File: src/rtl/sec_pkg.sv
// package for the equivalent source combiner
// widths, codes, micro-program table and saturation helpers; no dependencies
package sec_pkg;

  localparam int DW = 32;
  localparam int FB = 16;
  localparam int PW = 2 * DW;
  localparam int QB = DW - 1;
  localparam int IB = QB - FB;
  localparam int CW = $clog2(QB + 1);
  localparam int IN_W = 6 * DW;
  localparam int IN_UW = 4;
  localparam int OUT_UW = 6;

  typedef logic signed [DW-1:0] word_t;
  typedef logic signed [PW-1:0] wide_t;
  typedef struct packed {
    word_t re;
    word_t im;
  } cx_t;

  typedef enum logic [2:0] {
    CMD_LOAD = 3'd0,
    CMD_PAR  = 3'd1,
    CMD_SER  = 3'd2,
    CMD_APV  = 3'd3,
    CMD_API  = 3'd4
  } cmd_t;

  typedef enum logic [2:0] {
    ERR_OK     = 3'd0,
    ERR_VCONF  = 3'd1,
    ERR_CCONF  = 3'd2,
    ERR_ZIMP   = 3'd3,
    ERR_INFIMP = 3'd4,
    ERR_DIV0   = 3'd5
  } err_t;

  typedef enum logic [2:0] {
    OP_END,
    OP_ADD,
    OP_SUB,
    OP_MUL,
    OP_DIV
  } op_t;

  typedef enum logic [3:0] {
    R_ZERO,
    R_Z,
    R_C,
    R_EZ,
    R_EC,
    R_DR,
    R_T,
    R_S,
    R_N,
    R_A
  } sel_t;

  typedef enum logic [3:0] {
    P_NONE,
    P_LOAD,
    P_PAR_CC,
    P_PAR_CE,
    P_PAR_EC,
    P_PAR_EE,
    P_SER_EC,
    P_SER_EE,
    P_APV_C,
    P_APV_E,
    P_API_E
  } prog_t;

  typedef enum logic [3:0] {
    ST_IDLE,
    ST_DECODE,
    ST_FETCH,
    ST_ADD,
    ST_MAC,
    ST_DCHK,
    ST_DSTART,
    ST_DWAIT,
    ST_WB,
    ST_DONE
  } state_t;

  typedef struct packed {
    op_t  op;
    sel_t dst;
    sel_t a;
    sel_t b;
  } uop_t;

  function automatic uop_t mk(op_t op, sel_t dst, sel_t a, sel_t b);
    uop_t u;
    u.op = op;
    u.dst = dst;
    u.a = a;
    u.b = b;
    return u;
  endfunction

  localparam uop_t U_END = '{op: OP_END, dst: R_ZERO, a: R_ZERO, b: R_ZERO};

  // micro-program store, one sequence per command case; P_LOAD and P_SER_EC share one
  function automatic uop_t fetch(prog_t p, logic [2:0] pc);
    uop_t u;
    u = U_END;
    case (p)
      P_LOAD, P_SER_EC: begin
        case (pc)
          3'd0: u = mk(OP_ADD, R_Z, R_EZ, R_ZERO);
          3'd1: u = mk(OP_ADD, R_C, R_EC, R_ZERO);
          default: u = U_END;
        endcase
      end
      P_PAR_CC: begin
        case (pc)
          3'd0: u = mk(OP_ADD, R_C, R_C, R_EC);
          default: u = U_END;
        endcase
      end
      P_PAR_CE: begin
        case (pc)
          3'd0: u = mk(OP_MUL, R_T, R_C, R_EZ);
          3'd1: u = mk(OP_ADD, R_C, R_T, R_EC);
          3'd2: u = mk(OP_ADD, R_Z, R_EZ, R_ZERO);
          default: u = U_END;
        endcase
      end
      P_PAR_EC: begin
        case (pc)
          3'd0: u = mk(OP_MUL, R_T, R_EC, R_Z);
          3'd1: u = mk(OP_ADD, R_C, R_C, R_T);
          default: u = U_END;
        endcase
      end
      P_PAR_EE: begin
        case (pc)
          3'd0: u = mk(OP_ADD, R_S, R_Z, R_EZ);
          3'd1: u = mk(OP_MUL, R_T, R_C, R_EZ);
          3'd2: u = mk(OP_MUL, R_N, R_EC, R_Z);
          3'd3: u = mk(OP_ADD, R_N, R_T, R_N);
          3'd4: u = mk(OP_DIV, R_C, R_N, R_S);
          3'd5: u = mk(OP_DIV, R_T, R_EZ, R_S);
          3'd6: u = mk(OP_MUL, R_Z, R_Z, R_T);
          default: u = U_END;
        endcase
      end
      P_SER_EE: begin
        case (pc)
          3'd0: u = mk(OP_ADD, R_Z, R_Z, R_EZ);
          3'd1: u = mk(OP_ADD, R_C, R_C, R_EC);
          default: u = U_END;
        endcase
      end
      P_APV_C: begin
        case (pc)
          3'd0: u = mk(OP_ADD, R_A, R_C, R_ZERO);
          default: u = U_END;
        endcase
      end
      P_APV_E: begin
        case (pc)
          3'd0: u = mk(OP_SUB, R_T, R_C, R_DR);
          3'd1: u = mk(OP_DIV, R_A, R_T, R_Z);
          default: u = U_END;
        endcase
      end
      P_API_E: begin
        case (pc)
          3'd0: u = mk(OP_MUL, R_T, R_DR, R_Z);
          3'd1: u = mk(OP_SUB, R_A, R_C, R_T);
          default: u = U_END;
        endcase
      end
      default: u = U_END;
    endcase
    return u;
  endfunction

  function automatic wide_t sx(word_t x);
    return {{(PW-DW){x[DW-1]}}, x};
  endfunction

  // clamp a wide signed value into the word range
  function automatic word_t sat_dw(wide_t v);
    word_t r;
    if ((&v[PW-1:DW-1]) || !(|v[PW-1:DW-1])) begin
      r = v[DW-1:0];
    end else if (v[PW-1]) begin
      r = {1'b1, {(DW-1){1'b0}}};
    end else begin
      r = {1'b0, {(DW-1){1'b1}}};
    end
    return r;
  endfunction

endpackage

File: src/rtl/sec_div.sv
// restoring divider, one quotient bit per cycle, with overflow detect
// depends on sec_pkg
module sec_div (
  input  logic                   clk,
  input  logic                   rst,
  input  logic                   start,
  input  logic [sec_pkg::PW-1:0] mag,
  input  logic [sec_pkg::PW-1:0] den,
  output logic                   done,
  output logic                   sat,
  output logic [sec_pkg::QB-1:0] quo
);

  logic                   busy;
  logic [sec_pkg::CW-1:0] cnt;
  logic [sec_pkg::PW-1:0] rem;
  logic [sec_pkg::QB-1:0] shf;
  logic [sec_pkg::PW:0]   r2;
  logic [sec_pkg::PW-1:0] head;

  assign head = mag >> sec_pkg::IB;
  assign r2 = {rem, shf[sec_pkg::QB-1]};

  always_ff @(posedge clk) begin
    if (rst) begin
      busy <= 1'b0;
      done <= 1'b0;
    end else begin
      done <= 1'b0;
      if (start) begin
        // integer part would not fit the result word
        if (head >= den) begin
          sat  <= 1'b1;
          done <= 1'b1;
        end else begin
          sat  <= 1'b0;
          busy <= 1'b1;
          rem  <= head;
          shf  <= {mag[sec_pkg::IB-1:0], {sec_pkg::FB{1'b0}}};
          quo  <= '0;
          cnt  <= '0;
        end
      end else if (busy) begin
        if (r2 >= {1'b0, den}) begin
          rem <= sec_pkg::PW'(r2 - {1'b0, den});
          quo <= {quo[sec_pkg::QB-2:0], 1'b1};
        end else begin
          rem <= r2[sec_pkg::PW-1:0];
          quo <= {quo[sec_pkg::QB-2:0], 1'b0};
        end
        shf <= {shf[sec_pkg::QB-2:0], 1'b0};
        cnt <= cnt + 1'b1;
        if (cnt == sec_pkg::CW'(sec_pkg::QB - 1)) begin
          busy <= 1'b0;
          done <= 1'b1;
        end
      end
    end
  end

endmodule

File: config.mk
export PLATFORM = sky130hd
export DESIGN_NAME = sec_div
export DESIGN_NICKNAME = d
export VERILOG_FILES = /design/src/rtl/sec_pkg.sv /design/src/rtl/sec_div.sv
export SDC_FILE = /design/constraint.sdc
export NUM_CORES = 1
export LEC_CHECK = 0
export ABC_AREA = 0
export BUFFER_PORTS_ARGS = -buffer_cell sky130_fd_sc_hd__buf_2
export CAP_MARGIN = 25
export CORE_UTILIZATION = 30
export CTS_CLUSTER_DIAMETER = 100
export DETAILED_ROUTE_END_ITERATION = 6
export PLACE_DENSITY = 0.59
export SLEW_MARGIN = 25
export SYNTH_ARGS = -nofsm -noshare
export SYNTH_HDL_FRONTEND = slang
export SYNTH_SLANG_ARGS = --single-unit
File: constraint.sdc
create_clock -name clk -period 13.61 [get_ports clk]
set_input_delay 2.722 -clock clk [delete_from_list [all_inputs] [get_ports clk]]
set_output_delay 2.722 -clock clk [all_outputs]
set_load 0.005 [all_outputs]
==> summary.md <==
| Metric | Value |
|---|---|
| Grt total ovfl | `0` |
| Crit end category | `flop` |
| RSZ-0062 raised after global routing | `no` |
| Post-Layout Cell Count | `1759` |
| Largest net degree at the start of global routing | `90` |
| DR vias | `9045` |
| Io pins | `164` |
| Worst min path class | `flop to flop` |
| Synth Net Count | `1418` |
| Worst-Skew Late Latency | `0.44 ns` |
| Initial Util | `0.309` |
| Via density | `5.14` |
| Final Wtd Congestion | `0.871` |
| Worst hold slack | `0.522 ns` |
| Sequential cell area fraction in the yosys report | `0.337` |
| Max Buffers Root-to-Sink | `2` |
| Clock-pin slew on the worst setup and hold paths | `0.06 ns` |
| Slew Limit Headroom | `0.418` |
| Area Growth Syn to Fin | `16.8%` |
| DP Worst Slack | `6.16 ns` |
| Ranking of synthesized cells by area | `edfxtp_1 (33%), ha_1 (14%), a21oi_1 (6.3%)` |
| Initial antenna violation count | `5` |
| Total GRT Usage | `0.165` |
| Required @ worst endpoint | `13.67 ns` |
| Slew @ Worst Pin | `0.873 ns` |
| Wire length of the first global-routing pass | `46600 µm` |
| DP HPWL | `22600 µm` |
| Endpoints failing hold | `0` |
| Worst Slack Setup Final | `6.84 ns` |
| Syn Area/Cell | `8.93 µm²` |
| Total wire length | `29100 µm` |
| Placed Cells | `1725` |
| Synth Warn # | `0` |
| Die Y | `189 µm` |
| CTS resizes | `0` |
| Hold path endpoint | `busy` |
| Layout Skew | `0.00881 ns` |
| TNS Setup | `0 ns` |
| Netlist Area Pre-Place | `10500 µm²` |
| Sequential Power Share | `0.327` |
| HP Start | `busy` |
| Vias in the first global route | `8871` |
| H-tree depth | `4` |
| Hold Buf Count CTS | `0` |
| Final period util | `0.498` |
| Full die area | `35600 µm²` |
| Core footprint | `33900 µm²` |
| Post-synth EDFFs | `116` |
| Root Driver | `clkbuf_16` |
| Crit start category | `input pin` |
| Gate Count Post-Synth | `1171` |
| Critical path arrival | `6.83 ns` |
| Worst reg2reg path depth | `11` |
| Slew Viols, Final | `0` |
| Layout cell share with drive strength beyond 1 | `0.183` |
| Max FO, Critical Path | `56` |
| FF+latch count, synth | `118` |
| Clk pwr share | `0.335` |
| Post-layout min period | `6.77 ns` |
| Final Setup Violations | `0` |
| FFs w/ async S/R, synth | `0` |
| Drt pass-1 iters | `5` |
| Nets | `1543` |
| Synth top area share | `0.333` |
| Initial DRC count | `500` |
| CTS sink cnt | `118` |
| Worst VDD drop | `104 µV` |
| TritonCTS buffer count | `17` |
| P_leak | `5.38 nW` |
| Crit path kind | `input pin to flop` |
| Reg2reg setup slack | `8.86 ns` |
| Ys flop type | `edfxtp_1` |
| Internal Pwr Total | `0.000921 W` |
| Worst reg2reg path startpoint | `rem[23]` |
| Final ANT Viol Nets | `0` |
| Sw power | `0.000496 W` |
| Core Rows | `67` |
| Comb pwr share | `0.338` |
| Maxcap violations | `0` |
| Port bufs | `163` |
| Switching share of power | `0.350` |
| Fmax | `148 MHz` |
| FF-to-FF End | `rem[41]` |
| Yosys cell types | `75` |
| Remaining DRCs | `0` |
| Leading area contributor after synthesis | `edfxtp_1` |
| Die width | `189 µm` |
| CTS tree | `yes` |
| Cell Pwr Density | `116 nW/µm²` |
| # Post-CTS Setup Buffers | `0` |
| Hold path depth | `2` |
| Drt wl/cell | `16.5 µm` |
| Outcome | `finished clean` |
power groups by stage:
stage          Combinational [W]  Clock (W)  Sequential (W)
2_1_floorplan           0.000360          0        0.000469
3_3_place_gp            0.000471          0        0.000470
3_5_place_dp            0.000476          0        0.000470
4_1_cts                 0.000479   0.000485        0.000464
5_1_grt                 0.000538   0.000497        0.000468
6_report                0.000479   0.000474        0.000464
flip-flops by register name (all words and copies together) (netlist names):
signal / cells
busy: 1
cnt: 5
done: 1
quo: 31
rem: 64
sat: 1
shf: 15
per-layer routing:
metal	up-vias	wire, µm	GRT usage	share of wire
met1	4242	13900	0.224	0.48
met2	228	13200	0.261	0.45
li1	4540	-	-	-
met5	-	42	0	0.0014
met3	29	1590	0.0389	0.055
met4	6	429	0.0471	0.015
through the flow:
step	cell area (µm²)	power, W	utilization
floorplan	10500	0.000828	-
global placement	11600	0.000941	0.343
detailed placement	11600	0.000946	0.343
CTS	12200	0.00143	0.360
global route	12200	0.00150	0.360
finish	12200	0.00142	0.361
how the worst max path moves through the flow:
stage | startpoint | endpoint | slack (ns) | cells past startpoint
final | den[9] | rem[16] | 6.84 | 13
after global routing | mag[15] | rem[16] | 6.52 | 16
after CTS | den[9] | shf[28] | 6.65 | 13
after detailed placement | den[9] | shf[23] | 6.16 | 13
after global placement | den[9] | rem[13] | 6.27 | 13
after floorplan | mag[15] | cnt[0] | 3.78 | 13
Yosys cell counts (7+ instances only):
library cell,number
o21a_1,18
a21o_1,52
ha_1,115
clkbuf_1,38
a31oi_1,7
buf_4,7
edfxtp_1,116
xor2_1,21
nand3_1,15
buf_2,14
a21oi_1,132
xnor2_1,39
nor4_1,8
nor2_1,84
nor2b_1,41
mux2i_1,8
nand2_1,73
nor3_1,14
nand2b_1,8
o21bai_1,15
a211oi_1,30
nand4_1,32
inv_1,108
o21ai_0,62
and3_1,11
mux2_2,21
critical path, cell delays in order:
cell and delay [ns]:
buf_2 0.09, inv_1 0.08, ha_1 0.24, a2111oi_0 0.57
o211a_1 0.28, o311ai_0 0.29, a2111o_1 0.47, nand2_1 0.10
a21oi_1 0.17, o2111a_1 0.37, a211oi_4 0.27, buf_4 0.40
buf_4 0.67
area by class of cell:
class / instances / area (µm²)
Tap cell: 448 / 561
Inverter: 108 / 405
Sequential cell: 118 / 3520
Timing Repair Buffer: 170 / 871
Multi-Input combinational cell: 881 / 6240
Antenna cell: 2 / 5.00
Fill cell: 3570 / 21700
Clock inverter: 15 / 180
Clock buffer: 17 / 425
cell families (layout without fill, tap and decap cells):
| group | Yosys count | in the layout | synth area share |
|---|---|---|---|
| compound gates | 373 | 373 | 0.233 |
| simple gates | 303 | 303 | 0.143 |
| flops | 118 | 118 | 0.337 |
| mux | 29 | 29 | 0.0303 |
| fa+ha+maj | 116 | 116 | 0.140 |
| xor+xnor | 60 | 60 | 0.0503 |
| buf+inv | 172 | 310 | 0.0669 |
| other cells | 0 | 2 | 0 |
cells in the final DEF, fill, tap and decap left out, types with 15 or more instances in the layout:
cell / count
nor2_1: 84
o21a_1: 18
nand2_1: 73
a211oi_1: 29
xnor2_1: 39
nor2b_1: 41
xor2_1: 21
a21o_1: 52
o21ai_0: 62
buf_2: 162
ha_1: 115
mux2_2: 21
edfxtp_1: 116
nand4_1: 32
inv_1: 108
a21oi_1: 132
clkbuf_16: 17
nand3_1: 15
o21bai_1: 15
(Power assumes the default switching activity.)
